**src/smr_pkg.sv**
```systemverilog
// Shared types and constants for the square matrix rotator.
package smr_pkg;

    localparam int ELEM_W    = 32;
    localparam int SIDE_W    = 4;
    localparam int PROD_W    = 2 * SIDE_W;
    localparam int CFG_IDX_W = 2;
    localparam int CFG_DAT_W = 4;

    localparam logic [CFG_IDX_W-1:0] REG_SIDE      = 2'd0;
    localparam logic [CFG_IDX_W-1:0] REG_DIRECTION = 2'd1;

    localparam logic [SIDE_W-1:0] SIDE_RESET = 4'd8;

    // Emission order for one loaded bank
    typedef struct packed {
        logic              bank;
        logic [SIDE_W-1:0] side;
        logic              dir;
    } t_cmd;

    // Back end hands a bank back to the loader
    typedef struct packed {
        logic valid;
        logic bank;
    } t_release;

    typedef struct packed {
        logic running;
        logic bank;
    } t_back_status;

    typedef enum logic {
        BK_IDLE,
        BK_RUN
    } t_back_state;

endpackage

```
**src/smr_if.sv**
```systemverilog
// Handshake channel interfaces: element in, rotated element out, register writes.
interface smr_in_if;
    logic                            valid;
    logic                            ready;
    logic signed [smr_pkg::ELEM_W-1:0] element;

    modport source (output valid, output element, input ready);
    modport sink   (input valid, input element, output ready);
endinterface

interface smr_out_if;
    logic                            valid;
    logic                            ready;
    logic signed [smr_pkg::ELEM_W-1:0] rotated_element;
    logic                            last;

    modport source (output valid, output rotated_element, output last, input ready);
    modport sink   (input valid, input rotated_element, input last, output ready);
endinterface

interface smr_cfg_if;
    logic                              valid;
    logic                              ready;
    logic [smr_pkg::CFG_IDX_W-1:0]     index;
    logic [smr_pkg::CFG_DAT_W-1:0]     data;

    modport source (output valid, output index, output data, input ready);
    modport sink   (input valid, input index, input data, output ready);
endinterface

```
**src/smr_ram.sv**
```systemverilog
// Generic simple dual-port RAM with registered read.
module smr_ram #(
    parameter int WIDTH = 32,
    parameter int DEPTH = 128
) (
    input  logic                     i_clk,
    input  logic                     i_wr_en,
    input  logic [$clog2(DEPTH)-1:0] i_wr_addr,
    input  logic [WIDTH-1:0]         i_wr_data,
    input  logic                     i_rd_en,
    input  logic [$clog2(DEPTH)-1:0] i_rd_addr,
    output logic [WIDTH-1:0]         o_rd_data
);

    logic [WIDTH-1:0] r_mem [DEPTH];
    logic [WIDTH-1:0] r_rd_data;

    always_ff @(posedge i_clk) begin
        if (i_wr_en) begin
            r_mem[i_wr_addr] <= i_wr_data;
        end
        if (i_rd_en) begin
            r_rd_data <= r_mem[i_rd_addr];
        end
    end

    assign o_rd_data = r_rd_data;

endmodule

```
**src/smr_cmd_queue.sv**
```systemverilog
// Two-entry queue of emission orders between loader and emitter.
module smr_cmd_queue (
    input  logic          i_clk,
    input  logic          i_rst_n,
    input  logic          i_push,
    input  smr_pkg::t_cmd i_cmd,
    input  logic          i_pop,
    output logic          o_valid,
    output logic          o_full,
    output smr_pkg::t_cmd o_cmd
);

    smr_pkg::t_cmd r_mem [2];
    logic          r_wptr, n_wptr;
    logic          r_rptr, n_rptr;
    logic [1:0]    r_count, n_count;
    logic          w_push, w_pop;

    assign w_push = i_push && !o_full;
    assign w_pop  = i_pop && o_valid;

    always_comb begin
        n_wptr  = w_push ? !r_wptr : r_wptr;
        n_rptr  = w_pop ? !r_rptr : r_rptr;
        n_count = r_count + {1'b0, w_push} - {1'b0, w_pop};
    end

    always_ff @(posedge i_clk) begin
        if (!i_rst_n) begin
            r_wptr  <= 1'b0;
            r_rptr  <= 1'b0;
            r_count <= 2'd0;
        end else begin
            r_wptr  <= n_wptr;
            r_rptr  <= n_rptr;
            r_count <= n_count;
        end
    end

    always_ff @(posedge i_clk) begin
        if (w_push) begin
            r_mem[r_wptr] <= i_cmd;
        end
    end

    assign o_valid = (r_count != 2'd0);
    assign o_full  = (r_count == 2'd2);
    assign o_cmd   = r_mem[r_rptr];

endmodule

```
**src/smr_front.sv**
```systemverilog
// Loader: takes elements into the free bank and queues a rotation when full.
module smr_front #(
    parameter int MAX_SIDE = 8
) (
    input  logic                        i_clk,
    input  logic                        i_rst_n,
    smr_in_if.sink                      i_elem,
    input  logic [smr_pkg::SIDE_W-1:0]  i_side,
    input  logic                        i_dir,
    input  logic                        i_q_full,
    input  smr_pkg::t_release           i_release,
    output logic                        o_push,
    output smr_pkg::t_cmd               o_cmd,
    output logic                        o_wr_en,
    output logic [$clog2(2*MAX_SIDE*MAX_SIDE)-1:0] o_wr_addr,
    output logic [smr_pkg::ELEM_W-1:0]  o_wr_data
);

    localparam int DEPTH = MAX_SIDE * MAX_SIDE;
    localparam int AW    = $clog2(2 * DEPTH);
    localparam int CNTW  = $clog2(DEPTH + 1);

    logic [CNTW-1:0]             r_count, n_count;
    logic                        r_bank, n_bank;
    logic [1:0]                  r_busy, n_busy;
    logic [smr_pkg::SIDE_W-1:0]  w_n;
    logic [smr_pkg::PROD_W-1:0]  w_total;
    logic [CNTW-1:0]             w_count_inc;
    logic                        w_accept, w_done;

    always_comb begin
        if (i_side == '0) begin
            w_n = smr_pkg::SIDE_W'(1);
        end else if (i_side > smr_pkg::SIDE_W'(MAX_SIDE)) begin
            w_n = smr_pkg::SIDE_W'(MAX_SIDE);
        end else begin
            w_n = i_side;
        end
    end

    assign w_total     = {{smr_pkg::SIDE_W{1'b0}}, w_n} * {{smr_pkg::SIDE_W{1'b0}}, w_n};
    assign i_elem.ready = !r_busy[r_bank] && !i_q_full;
    assign w_accept    = i_elem.valid && i_elem.ready;
    assign w_count_inc = r_count + 1'b1;
    assign w_done      = w_accept &&
                         ({{(smr_pkg::PROD_W-CNTW){1'b0}}, w_count_inc} >= w_total);

    always_comb begin
        n_count = r_count;
        n_bank  = r_bank;
        n_busy  = r_busy;
        if (i_release.valid) begin
            n_busy[i_release.bank] = 1'b0;
        end
        if (w_accept) begin
            n_count = w_count_inc;
        end
        if (w_done) begin
            n_count        = '0;
            n_bank         = !r_bank;
            n_busy[r_bank] = 1'b1;
        end
    end

    always_ff @(posedge i_clk) begin
        if (!i_rst_n) begin
            r_count <= '0;
            r_bank  <= 1'b0;
            r_busy  <= 2'b00;
        end else begin
            r_count <= n_count;
            r_bank  <= n_bank;
            r_busy  <= n_busy;
        end
    end

    // bank 1 starts right after bank 0
    assign o_push      = w_done;
    assign o_cmd.bank  = r_bank;
    assign o_cmd.side  = w_n;
    assign o_cmd.dir   = i_dir;
    assign o_wr_en     = w_accept;
    assign o_wr_addr   = r_bank ? (AW'(DEPTH) + AW'(r_count)) : AW'(r_count);
    assign o_wr_data   = i_elem.element;

endmodule

```
**src/smr_back.sv**
```systemverilog
// Emitter: walks the rotated order of a loaded bank and drives the output word.
module smr_back #(
    parameter int MAX_SIDE = 8
) (
    input  logic                        i_clk,
    input  logic                        i_rst_n,
    input  logic                        i_q_valid,
    input  smr_pkg::t_cmd               i_cmd,
    output logic                        o_pop,
    output smr_pkg::t_release           o_release,
    output smr_pkg::t_back_status       o_status,
    output logic                        o_rd_en,
    output logic [$clog2(2*MAX_SIDE*MAX_SIDE)-1:0] o_rd_addr,
    input  logic [smr_pkg::ELEM_W-1:0]  i_rd_data,
    smr_out_if.source                   o_rot
);

    localparam int DEPTH = MAX_SIDE * MAX_SIDE;
    localparam int AW    = $clog2(2 * DEPTH);
    localparam int CW    = (MAX_SIDE > 1) ? $clog2(MAX_SIDE) : 1;

    smr_pkg::t_back_state        r_state, n_state;
    logic [CW-1:0]               r_r, r_c;
    logic [smr_pkg::SIDE_W-1:0]  r_n;
    logic                        r_dir, r_bank;
    logic                        r_pend, r_pend_last;
    logic                        r_ovalid, r_olast;
    logic [smr_pkg::ELEM_W-1:0]  r_odata;
    logic                        w_issue, w_last_issue, w_pop;
    logic [smr_pkg::SIDE_W-1:0]  w_r, w_c, w_nm1, w_row, w_col;
    logic [smr_pkg::PROD_W-1:0]  w_src;

    assign w_r   = smr_pkg::SIDE_W'(r_r);
    assign w_c   = smr_pkg::SIDE_W'(r_c);
    assign w_nm1 = r_n - 1'b1;

    // cw: in[n-1-c][r], ccw: in[c][n-1-r]
    always_comb begin
        w_row = r_dir ? w_c : (w_nm1 - w_c);
        w_col = r_dir ? (w_nm1 - w_r) : w_r;
        w_src = {{smr_pkg::SIDE_W{1'b0}}, w_row} * {{smr_pkg::SIDE_W{1'b0}}, r_n}
              + {{smr_pkg::SIDE_W{1'b0}}, w_col};
    end

    always_comb begin
        n_state = r_state;
        case (r_state)
            smr_pkg::BK_IDLE: begin
                if (i_q_valid) begin
                    n_state = smr_pkg::BK_RUN;
                end
            end
            smr_pkg::BK_RUN: begin
                if (w_last_issue) begin
                    n_state = smr_pkg::BK_IDLE;
                end
            end
            default: n_state = smr_pkg::BK_IDLE;
        endcase
    end

    always_comb begin
        w_pop   = 1'b0;
        w_issue = 1'b0;
        case (r_state)
            smr_pkg::BK_IDLE: begin
                w_pop = i_q_valid;
            end
            smr_pkg::BK_RUN: begin
                w_issue = !r_pend && (!r_ovalid || o_rot.ready);
            end
            default: begin
                w_pop   = 1'b0;
                w_issue = 1'b0;
            end
        endcase
        w_last_issue = w_issue && (w_r == w_nm1) && (w_c == w_nm1);
    end

    always_ff @(posedge i_clk) begin
        if (!i_rst_n) begin
            r_state     <= smr_pkg::BK_IDLE;
            r_pend      <= 1'b0;
            r_pend_last <= 1'b0;
            r_ovalid    <= 1'b0;
        end else begin
            r_state     <= n_state;
            r_pend      <= w_issue;
            r_pend_last <= w_last_issue;
            if (r_pend) begin
                r_ovalid <= 1'b1;
            end else if (o_rot.ready) begin
                r_ovalid <= 1'b0;
            end
        end
    end

    always_ff @(posedge i_clk) begin
        if (w_pop) begin
            r_n    <= i_cmd.side;
            r_dir  <= i_cmd.dir;
            r_bank <= i_cmd.bank;
            r_r    <= '0;
            r_c    <= '0;
        end else if (w_issue) begin
            if (w_c == w_nm1) begin
                r_c <= '0;
                r_r <= r_r + 1'b1;
            end else begin
                r_c <= r_c + 1'b1;
            end
        end
        if (r_pend) begin
            r_odata <= i_rd_data;
            r_olast <= r_pend_last;
        end
    end

    assign o_pop            = w_pop;
    assign o_release.valid  = w_last_issue;
    assign o_release.bank   = r_bank;
    assign o_status.running = (r_state == smr_pkg::BK_RUN);
    assign o_status.bank    = r_bank;
    assign o_rd_en          = w_issue;
    assign o_rd_addr        = r_bank ? (AW'(DEPTH) + AW'(w_src)) : AW'(w_src);

    assign o_rot.valid           = r_ovalid;
    assign o_rot.rotated_element = r_odata;
    assign o_rot.last            = r_olast;

endmodule

```
**src/square_matrix_rotate_90.sv**
```systemverilog
// Top level of the 90-degree square matrix rotator.
//
// Usage: write side (index 0) and direction (index 1, 0 = clockwise) on i_cfg
// while idle; i_cfg.ready is always high. Send elements in row-major order on
// i_elem, one per word. After side*side elements the rotated matrix leaves on
// o_rot in row-major order, with last set on its final word.
// Two banks of element memory: one matrix loads while the previous one drains.
// The loader writes each accepted element into the free bank as it arrives. The
// emitter issues one memory read per element and waits for its registered data
// before it issues the next read.
// Reset (synchronous, active low) empties both banks and the order queue and
// sets side to 8, direction to clockwise. Memory contents are not cleared.
// When o_rot stalls the output word holds and reads pause; i_elem keeps
// accepting until both banks hold matrices waiting to drain.
module square_matrix_rotate_90 #(
    parameter int MAX_SIDE = 8
) (
    input  logic      i_clk,
    input  logic      i_rst_n,
    smr_in_if.sink    i_elem,
    smr_cfg_if.sink   i_cfg,
    smr_out_if.source o_rot
);

    localparam int DEPTH = MAX_SIDE * MAX_SIDE;
    localparam int AW    = $clog2(2 * DEPTH);

    logic [smr_pkg::SIDE_W-1:0] r_side;
    logic                       r_dir;

    logic                       w_push, w_pop, w_q_valid, w_q_full;
    smr_pkg::t_cmd              w_cmd_in, w_cmd_out;
    smr_pkg::t_release          w_release;
    smr_pkg::t_back_status      w_status;
    logic                       w_wr_en, w_rd_en;
    logic [AW-1:0]              w_wr_addr, w_rd_addr;
    logic [smr_pkg::ELEM_W-1:0] w_wr_data, w_rd_data;

    assign i_cfg.ready = 1'b1;

    always_ff @(posedge i_clk) begin
        if (!i_rst_n) begin
            r_side <= smr_pkg::SIDE_RESET;
            r_dir  <= 1'b0;
        end else if (i_cfg.valid) begin
            case (i_cfg.index)
                smr_pkg::REG_SIDE:      r_side <= i_cfg.data;
                smr_pkg::REG_DIRECTION: r_dir  <= i_cfg.data[0];
                default: ;
            endcase
        end
    end

    smr_front #(.MAX_SIDE(MAX_SIDE)) u_front (
        .i_clk     (i_clk),
        .i_rst_n   (i_rst_n),
        .i_elem    (i_elem),
        .i_side    (r_side),
        .i_dir     (r_dir),
        .i_q_full  (w_q_full),
        .i_release (w_release),
        .o_push    (w_push),
        .o_cmd     (w_cmd_in),
        .o_wr_en   (w_wr_en),
        .o_wr_addr (w_wr_addr),
        .o_wr_data (w_wr_data)
    );

    smr_cmd_queue u_queue (
        .i_clk   (i_clk),
        .i_rst_n (i_rst_n),
        .i_push  (w_push),
        .i_cmd   (w_cmd_in),
        .i_pop   (w_pop),
        .o_valid (w_q_valid),
        .o_full  (w_q_full),
        .o_cmd   (w_cmd_out)
    );

    smr_ram #(.WIDTH(smr_pkg::ELEM_W), .DEPTH(2 * DEPTH)) u_ram (
        .i_clk     (i_clk),
        .i_wr_en   (w_wr_en),
        .i_wr_addr (w_wr_addr),
        .i_wr_data (w_wr_data),
        .i_rd_en   (w_rd_en),
        .i_rd_addr (w_rd_addr),
        .o_rd_data (w_rd_data)
    );

    smr_back #(.MAX_SIDE(MAX_SIDE)) u_back (
        .i_clk     (i_clk),
        .i_rst_n   (i_rst_n),
        .i_q_valid (w_q_valid),
        .i_cmd     (w_cmd_out),
        .o_pop     (w_pop),
        .o_release (w_release),
        .o_status  (w_status),
        .o_rd_en   (w_rd_en),
        .o_rd_addr (w_rd_addr),
        .i_rd_data (w_rd_data),
        .o_rot     (o_rot)
    );

    a_no_overflow: assert property (@(posedge i_clk) disable iff (!i_rst_n)
        w_push |-> !w_q_full)
        else $error("order queue overflow");

    a_bank_clash: assert property (@(posedge i_clk) disable iff (!i_rst_n)
        (w_wr_en && w_status.running) |-> ((w_wr_addr >= AW'(DEPTH)) != w_status.bank))
        else $error("loader writing the bank being drained");

    a_release_run: assert property (@(posedge i_clk) disable iff (!i_rst_n)
        w_release.valid |-> (w_status.running && w_rd_en))
        else $error("bank released outside a drain");

    a_pop_run: assert property (@(posedge i_clk) disable iff (!i_rst_n)
        w_pop |=> w_status.running)
        else $error("drain did not start after taking an order");

endmodule

```
**src/flat_wrapper.sv**
```systemverilog
// flat-port wrapper written by rule: the top's interface ports become plain ports
module square_matrix_rotate_90_flat 
#(
    parameter int MAX_SIDE = 8
)
  (i_clk, i_rst_n, i_elem_valid, i_elem_element, i_elem_ready, i_cfg_valid, i_cfg_index, i_cfg_data, i_cfg_ready, o_rot_valid, o_rot_rotated_element, o_rot_last, o_rot_ready);
  smr_in_if i_elem_i ();
  smr_cfg_if i_cfg_i ();
  smr_out_if o_rot_i ();
  input  logic i_clk;
  input  logic i_rst_n;
  input wire logic [$bits(i_elem_i.valid)-1:0] i_elem_valid;
  input wire logic [$bits(i_elem_i.element)-1:0] i_elem_element;
  output wire logic [$bits(i_elem_i.ready)-1:0] i_elem_ready;
  input wire logic [$bits(i_cfg_i.valid)-1:0] i_cfg_valid;
  input wire logic [$bits(i_cfg_i.index)-1:0] i_cfg_index;
  input wire logic [$bits(i_cfg_i.data)-1:0] i_cfg_data;
  output wire logic [$bits(i_cfg_i.ready)-1:0] i_cfg_ready;
  output wire logic [$bits(o_rot_i.valid)-1:0] o_rot_valid;
  output wire logic [$bits(o_rot_i.rotated_element)-1:0] o_rot_rotated_element;
  output wire logic [$bits(o_rot_i.last)-1:0] o_rot_last;
  input wire logic [$bits(o_rot_i.ready)-1:0] o_rot_ready;
  assign i_elem_i.valid = i_elem_valid;
  assign i_elem_i.element = i_elem_element;
  assign i_elem_ready = i_elem_i.ready;
  assign i_cfg_i.valid = i_cfg_valid;
  assign i_cfg_i.index = i_cfg_index;
  assign i_cfg_i.data = i_cfg_data;
  assign i_cfg_ready = i_cfg_i.ready;
  assign o_rot_valid = o_rot_i.valid;
  assign o_rot_rotated_element = o_rot_i.rotated_element;
  assign o_rot_last = o_rot_i.last;
  assign o_rot_i.ready = o_rot_ready;
  square_matrix_rotate_90 #(.MAX_SIDE(MAX_SIDE)) u_core (.i_clk(i_clk), .i_rst_n(i_rst_n), .i_elem(i_elem_i), .i_cfg(i_cfg_i), .o_rot(o_rot_i));
endmodule
```
**config.mk**
```make
export PLATFORM = sky130hd
export DESIGN_NAME = square_matrix_rotate_90_flat
export DESIGN_NICKNAME = d
export VERILOG_FILES = /design/src/smr_pkg.sv /design/src/smr_if.sv /design/src/smr_ram.sv /design/src/smr_cmd_queue.sv /design/src/smr_front.sv /design/src/smr_back.sv /design/src/square_matrix_rotate_90.sv /design/src/flat_wrapper.sv
export SDC_FILE = /design/constraint.sdc
export NUM_CORES = 2
export LEC_CHECK = 0
export BUFFER_PORTS_ARGS = -buffer_cell sky130_fd_sc_hd__buf_2
export CORE_MARGIN = 10
export CORE_UTILIZATION = 60
export CTS_BUF_LIST = sky130_fd_sc_hd__clkbuf_4 sky130_fd_sc_hd__clkbuf_8
export CTS_CLUSTER_DIAMETER = 200
export DETAILED_ROUTE_END_ITERATION = 10
export GPL_TIMING_DRIVEN = 1
export PLACE_DENSITY = 0.75
export SYNTH_ARGS = -nofsm -noshare
export SYNTH_HDL_FRONTEND = slang
export SYNTH_MEMORY_MAX_BITS = 65536
export SYNTH_SLANG_ARGS = --single-unit
```
**constraint.sdc**
```tcl
create_clock -name i_clk -period 10.3 [get_ports i_clk]
set_clock_uncertainty 0.15 [all_clocks]
set_input_delay 0 -clock i_clk [delete_from_list [all_inputs] [get_ports i_clk]]
set_output_delay 0 -clock i_clk [all_outputs]
set_load 0.005 [all_outputs]
```
; ---- Yosys cells after proc, flatten, opt, wreduce, memory -nomap -nowiden
; Memory sizes are Yosys's and may differ from the RTL's. A register that Yosys moved wholly into a read port is not among the register bits.
; Cells that the tools add are included.
[op_classes]
add_sub_neg = 11
mul = 2
div = 0
n_lt_le_gt_ge = 6
n_eq_ne = 4
n_shift = 0
n_mux = 26
bitwise_logic = 5
n_reduce_logical = 26
[ops]
columns = cell, n
row1 = $mux 4, 4
row2 = $add 7x7->7 const A, 2
row3 = $mux 1, 14
row4 = $mux 7, 2
row5 = $logic_and 1x1->1, 10
row6 = $eq 3x4->1, 2
row7 = $ge 7x8->1, 1
row8 = $mul 4x4->8, 1
row9 = $sub 4x3->4, 2
row10 = $add 7x1->7 const B, 1
row11 = $add 7x4->7, 1
row12 = $logic_not 1->1, 7
row13 = $mul 4x4->7, 1
row14 = $add 3x1->3 const B, 2
row15 = $reduce_and 2->1, 3
row16 = $gt 4x4->1 const B, 1
row17 = $logic_not 4->1, 1
row18 = $lt 1x2->1 const B, 2
row19 = $mux 2, 2
row20 = $reduce_bool 2->1, 2
row21 = $sub 4x1->4 const B, 1
row22 = $mux 3, 1
row23 = $add 2x1->2, 1
row24 = $and 2x2->2, 1
row25 = other kinds (12), 15
[word_totals]
regBits = 62
latchBits = 0
mem_bits_rw = 4108
rom_bits = 0
out_inout_bits = 36
memories = 2
[memory_table]
columns = memory, words, width, read_ports, rd_ports_with_merged_regs, wr, line_no
row1 = u_core.u_ram.r_mem, 128, 32, 1, 1, 1, smr_ram.sv:15  ; logic [WIDTH-1:0] r_mem [DEPTH];
row2 = u_core.u_queue.r_mem, 2, 6, 1, 1, 1, smr_cmd_queue.sv:13  ; smr_pkg::t_cmd r_mem [2];

; ---- Longest topological paths before layout
[logic_depth]
ltp_word = 9
mapped_depth = 22
depth_no_buf = 20

; ---- By module
; Synthesis repeated with hierarchy kept, for this count alone.
[hier_totals]
hier_cells = 6391
hier_area_um2 = 161163.3
[by_module_without_submodules]
columns = mod, n_inst, cells_each, area_each_um2, seq_area_each_um2
row1 = smr_ram, 1, 5990, 156596.4, 123958.9
row2 = smr_back, 1, 191, 2519.9, 1371.3
row3 = smr_front, 1, 139, 1108.6, 200.2
row4 = smr_cmd_queue, 1, 47, 706.9, 460.4
row5 = square_matrix_rotate_90, 1, 24, 231.5, 100.1

; ---- Least setup slack after synthesis
; Ideal clock, no wire load.
[synth_timing]
path_kind = reg2reg
start = register u_core.u_back.r_n[0] (netlist name) (read register of u_core.u_queue.r_mem)
end = register u_core.u_ram.r_rd_data[0], in the netlist u_core.u_ram.o_rd_data[0] (read register of u_core.u_ram.r_mem), data pin
setup_time_ns = 0.260
arrival_ns = 5.078
required_time_ns = 9.890
path_slack_ns = 4.813
stages_incl_launch_ff = 19
synth_period_minus_slack_ns = 5.487
cell_sequence = edfxtp_1 inv_1 ha_1 fa_1 xor2_1 o21ai_0 nand2_1 fa_1 fa_1 inv_1 fa_1 ha_1 a21oi_1 xnor2_1 clkbuf_1 clkbuf_1 mux2i_1 mux2i_1 mux2_2
[synth_between]
elab_chain_cells = 7
word_cells_on_any_way = 9
classes_between = add/sub: 5 / mul: 1 / mux: 3
[synth_lines]
columns = item, line_no
row1 = "start, declared", smr_back.sv:24  ; logic [smr_pkg::SIDE_W-1:0] r_n;
row2 = $sub 4x1->4, smr_back.sv:35  ; assign w_nm1 = r_n - 1'b1;
row3 = $sub 4x3->4, smr_back.sv:39  ; w_row = r_dir ? w_c : (w_nm1 - w_c);
row4 = $mux 4, smr_back.sv:39
row5 = $mul 4x4->7, smr_back.sv:41  ; w_src = {{smr_pkg::SIDE_W{1'b0}}, w_row} * {{smr_pkg::SIDE_W{1'b0}}, r_n}
row6 = $add 7x4->7 *, smr_back.sv:42  ; + {{smr_pkg::SIDE_W{1'b0}}, w_col};
row7 = $add 7x7->7, smr_back.sv:125  ; assign o_rd_addr = r_bank ? (AW'(DEPTH) + AW'(w_src)) : AW'(w_src);
row8 = $mux 7 *, smr_back.sv:125
row9 = "end, declared", smr_ram.sv:16  ; logic [WIDTH-1:0] r_rd_data;
; Every way passes the cells marked *; elsewhere a longest branch is shown, timed or not.
; A chain may end at the register's enable or synchronous reset.

; ---- Final worst setup path
[layout_timing]
start = register u_core.u_back.r_n[0] (netlist name) (read register of u_core.u_queue.r_mem)
end = register u_core.u_ram.r_rd_data[21], in the netlist u_core.u_ram.o_rd_data[21] (read register of u_core.u_ram.r_mem), data pin
; Same word-level chain as after synthesis.

==> metrics.md <==
| Metric | Value |
|---|---|
| Status | complete, no violations |
| Number of routed nets with antenna violations | 0 |
| DR DRC count | 0 |
| Worst hold path startpoint | i_elem_element[6] |
| GRT Total Usage | 28.6% |
| Pin count of the biggest net entering global routing | between 100 and 150 |
| Vias in the first global route | 80,200 |
| Largest cells by area after synthesis | edfxtp_1 (77%), mux4_2 (14%), mux2i_1 (5.9%) |
| Setup TNS | 0 ns |
| Final period utilization | 82.3% |
| Post-synthesis cell area | 163,000 sq um |
| Initial core utilization | 60.3% |
| Worst endpoint data arrival time | 9.25 ns |
| Total wire length | 423 mm |
| Max Slew Vio Count | 0 |
| First-pass GRT wire length | 600 mm |
| Crit Path Max Fanout | 44 |
| Post-synthesis async set-or-reset flop share | 0% |
| Post_cts resized | 0 |
| Dpl cells | 10,500 |
| Yosys top cell area share | approximately three quarters |
| CP Launch Type | flip-flop |
| Finished Layout Cells | 11,800 |
| RSZ-0062 raised after global routing | no |
| DRT iter0 DRCs | approximately 12,000 |
| CTS tree | built |
| DIE AREA | 294,000 sq um |
| Die width | 542 microns |
| CTS Sinks | 4,208 |
| Fmax achieved | about 0.12 GHz |
| Cell variety after synth | 44 |
| Router iterations before antenna repair | 6 |
| Ratio of cells with drive above 1 in the final layout | 31.0% |
| Clk_lat worst skew | about 1.2 ns |
| Hold Crit Endpoint | u_core.u_ram.r_mem[93][6]$_DFFE_PP_ |
| Hold Crit Class | in -> reg |
| Die Y | 542 microns |
| Hold depth | 3 |
| IO buf count | 77 |
| Final #Nets | 7,830 |
| Number of H-tree levels | 6 |
| Slew @ Worst Pin | approximately 1.4 ns |
| Row count | 191 |
| Worst EP required | 11.08 ns |
| R2R setup slack | approximately 1.8 ns |
| Sequential area share after synthesis | 77.2% |
| Clock edge transition at the registers on the reported setup and hold paths | approximately 0.070 ns |
| Initial antenna violation count | 34 |
| R2R depth | 21 |
| Count leader, synth | edfxtp_1 |
| Slew margin rel. | 3.99% |
| Vias per Instance | 6.77 |
| Fill cells | 16,100 |
| Synth-to-layout area growth | 12.7% |
| Max-cap violations | 0 |
| R2R Path End | u_core.u_ram.o_rd_data[21]$_DFFE_PP_ |
| Synth Instances | 7,001 |
| Overflow after GRT | 0 |
| Most used DFF post-synth | edfxtp_1 |
| # setup viols final | 0 |
| DR vias | 80,100 |
| Routability cong. | 0.823 |
| HPWL Detailed | 230 mm |
| Endpoint type of the worst setup path | flip-flop |
| Core area | between 200,000 and 300,000 sq um |
| Tmin final | roughly 8.5 ns |
| Clock Tree Buf Depth | 4 |
| IO Count | 79 |
| Post-synth top cells | edfxtp_1 (4,179), mux4_2 (1,024), mux2i_1 (970) |
| Critical path class | reg -> reg |
| Post-synth EDFFs | 4,179 |
| Yosys top cell by area | edfxtp_1 |
| Final Hold Viols | 0 |
| Root Buffer | clkbuf_8 |
| Worst R2R Start | u_core.u_back.r_n[0]$_DFFE_PP_ |
| Average size of a mapped cell | 23.3 sq um |
| Cts bufs inserted | 646 |
| Flops & latches, synth | 4,208 |
| WL/cell | roughly 36 microns |
| Ys Warns | 0 |
## worst max path at each step
stage | end | from | slack, ns
after floorplan | u_core.u_ram.o_rd_data[0]$_DFFE_PP_ | u_core.u_back.r_n[0]$_DFFE_PP_ | 4.81
after global placement | u_core.u_ram.o_rd_data[7]$_DFFE_PP_ | u_core.u_back.r_n[0]$_DFFE_PP_ | 1.67
after detailed placement | u_core.u_ram.o_rd_data[21]$_DFFE_PP_ | u_core.u_back.r_n[0]$_DFFE_PP_ | 2.07
after CTS | u_core.u_ram.o_rd_data[21]$_DFFE_PP_ | u_core.u_back.r_n[0]$_DFFE_PP_ | 1.99
after global routing | u_core.u_ram.o_rd_data[21]$_DFFE_PP_ | u_core.u_back.r_n[0]$_DFFE_PP_ | 1.65
final | u_core.u_ram.o_rd_data[21]$_DFFE_PP_ | u_core.u_back.r_n[0]$_DFFE_PP_ | 1.83
## sequential cells by signal, summed over array words and instances, names as in the netlist, 2 cells and up
name,flops
u_core.u_queue.r_mem,12
u_core.u_back.o_rot.rotated_element,32
u_core.u_queue.r_count,2
u_core.u_ram.r_mem,4096
u_core.u_front.r_count,7
u_core.u_back.r_c,3
u_core.u_ram.o_rd_data,32
u_core.u_front.r_busy,2
u_core.u_back.r_r,3
u_core.u_back.r_n,4
u_core.r_side,4
## placed cells by master (no fill, tap or decap), types with 7 or more instances in the layout
master,n
mux2_2,38
ha_1,34
bufinv_16,12
a21oi_1,15
buf_12,39
dfxtp_1,28
o21ai_0,9
inv_8,11
clkinv_1,161
xnor2_1,16
diode_2,20
nand2_1,27
clkinv_2,71
a21o_1,7
buf_16,25
buf_4,254
nor2_1,38
dlygate4sd3_1,87
and2_1,14
buf_2,45
mux4_2,1024
clkinvlp_4,7
nor2_4,128
nand3_1,14
edfxtp_1,4179
clkinv_8,9
fa_1,8
xor2_1,13
clkbuf_4,193
mux2i_1,969
inv_6,7
inv_1,25
nor2b_1,9
inv_12,19
clkbuf_8,650
## layer usage
metal  global-route usage [%]  share of wire, %
met2                     43.4                47
met5                        0             0.015
met3                     7.59                13
met4                     9.38               3.5
met1                     41.3                37
## logic make-up after synthesis
family,Yosys count,share of synthesized area [%]
AOI/OAI and AO/OA,40,0.160
xor gates and xnor gates,33,0.185
adders and majority gates,45,0.386
buffers and inverters,384,1.10
DFF,4208,77.2
muxes,2032,20.3
other,2,0.00460
and+or+nand+nor,257,0.682
## final cells by class
| cell class | count | area, sq um | area share, % |
|---|---|---|---|
| inverters | 26 | 97.6 | 0.0530 |
| diodes | 20 | 50.0 | 0.0272 |
| clock buffers | 843 | 10400 | 5.64 |
| well taps | 3570 | 4470 | 2.43 |
| clock inverters | 298 | 2030 | 1.10 |
| repair buffers | 450 | 4470 | 2.43 |
| flip-flops and latches | 4208 | 126000 | 68.5 |
| multi-input cells | 2410 | 36600 | 19.9 |
## what timing repair did
item,CTS,global route
hold buffers,117,0
endpoints found under the hold margin,4169,0
setup buffers,0,0
## worst max-delay path: stages, from the launching register on
cell      delay [ns]
edfxtp_1        0.51
inv_1           0.09
ha_1            0.22
xor2_1          0.20
ha_1            0.31
xor2_1          0.17
o21ai_0         0.39
nand2_1         0.18
fa_1            0.51
fa_1            0.50
inv_1           0.05
fa_1            0.44
ha_1            0.41
xor2_4          0.78
buf_16          0.24
buf_12          0.32
buf_4           0.39
mux2i_1         0.26
mux2i_1         0.11
mux2i_1         0.78
mux2i_1         0.61
mux2_2          0.45
## metrics by stage
| stage | util (%) | hold slack, ns | setup WS, ns | cell area [sq um] |
|---|---|---|---|---|
| floorplan | - | -0.0881 | 4.81 | 163000 |
| global placement | 62.7 | 0.0660 | 1.67 | 170000 |
| detailed placement | 62.7 | 0.0912 | 2.07 | 170000 |
| CTS | 67.9 | 0.0129 | 1.99 | 184000 |
| global route | 67.9 | 0.0647 | 1.65 | 184000 |
| finish | 68.0 | 0.0223 | 1.83 | 184000 |
Power is left out: the tool's default activity adds up to more than one toggle a clock period on the data nets, which glitch-free logic cannot reach.
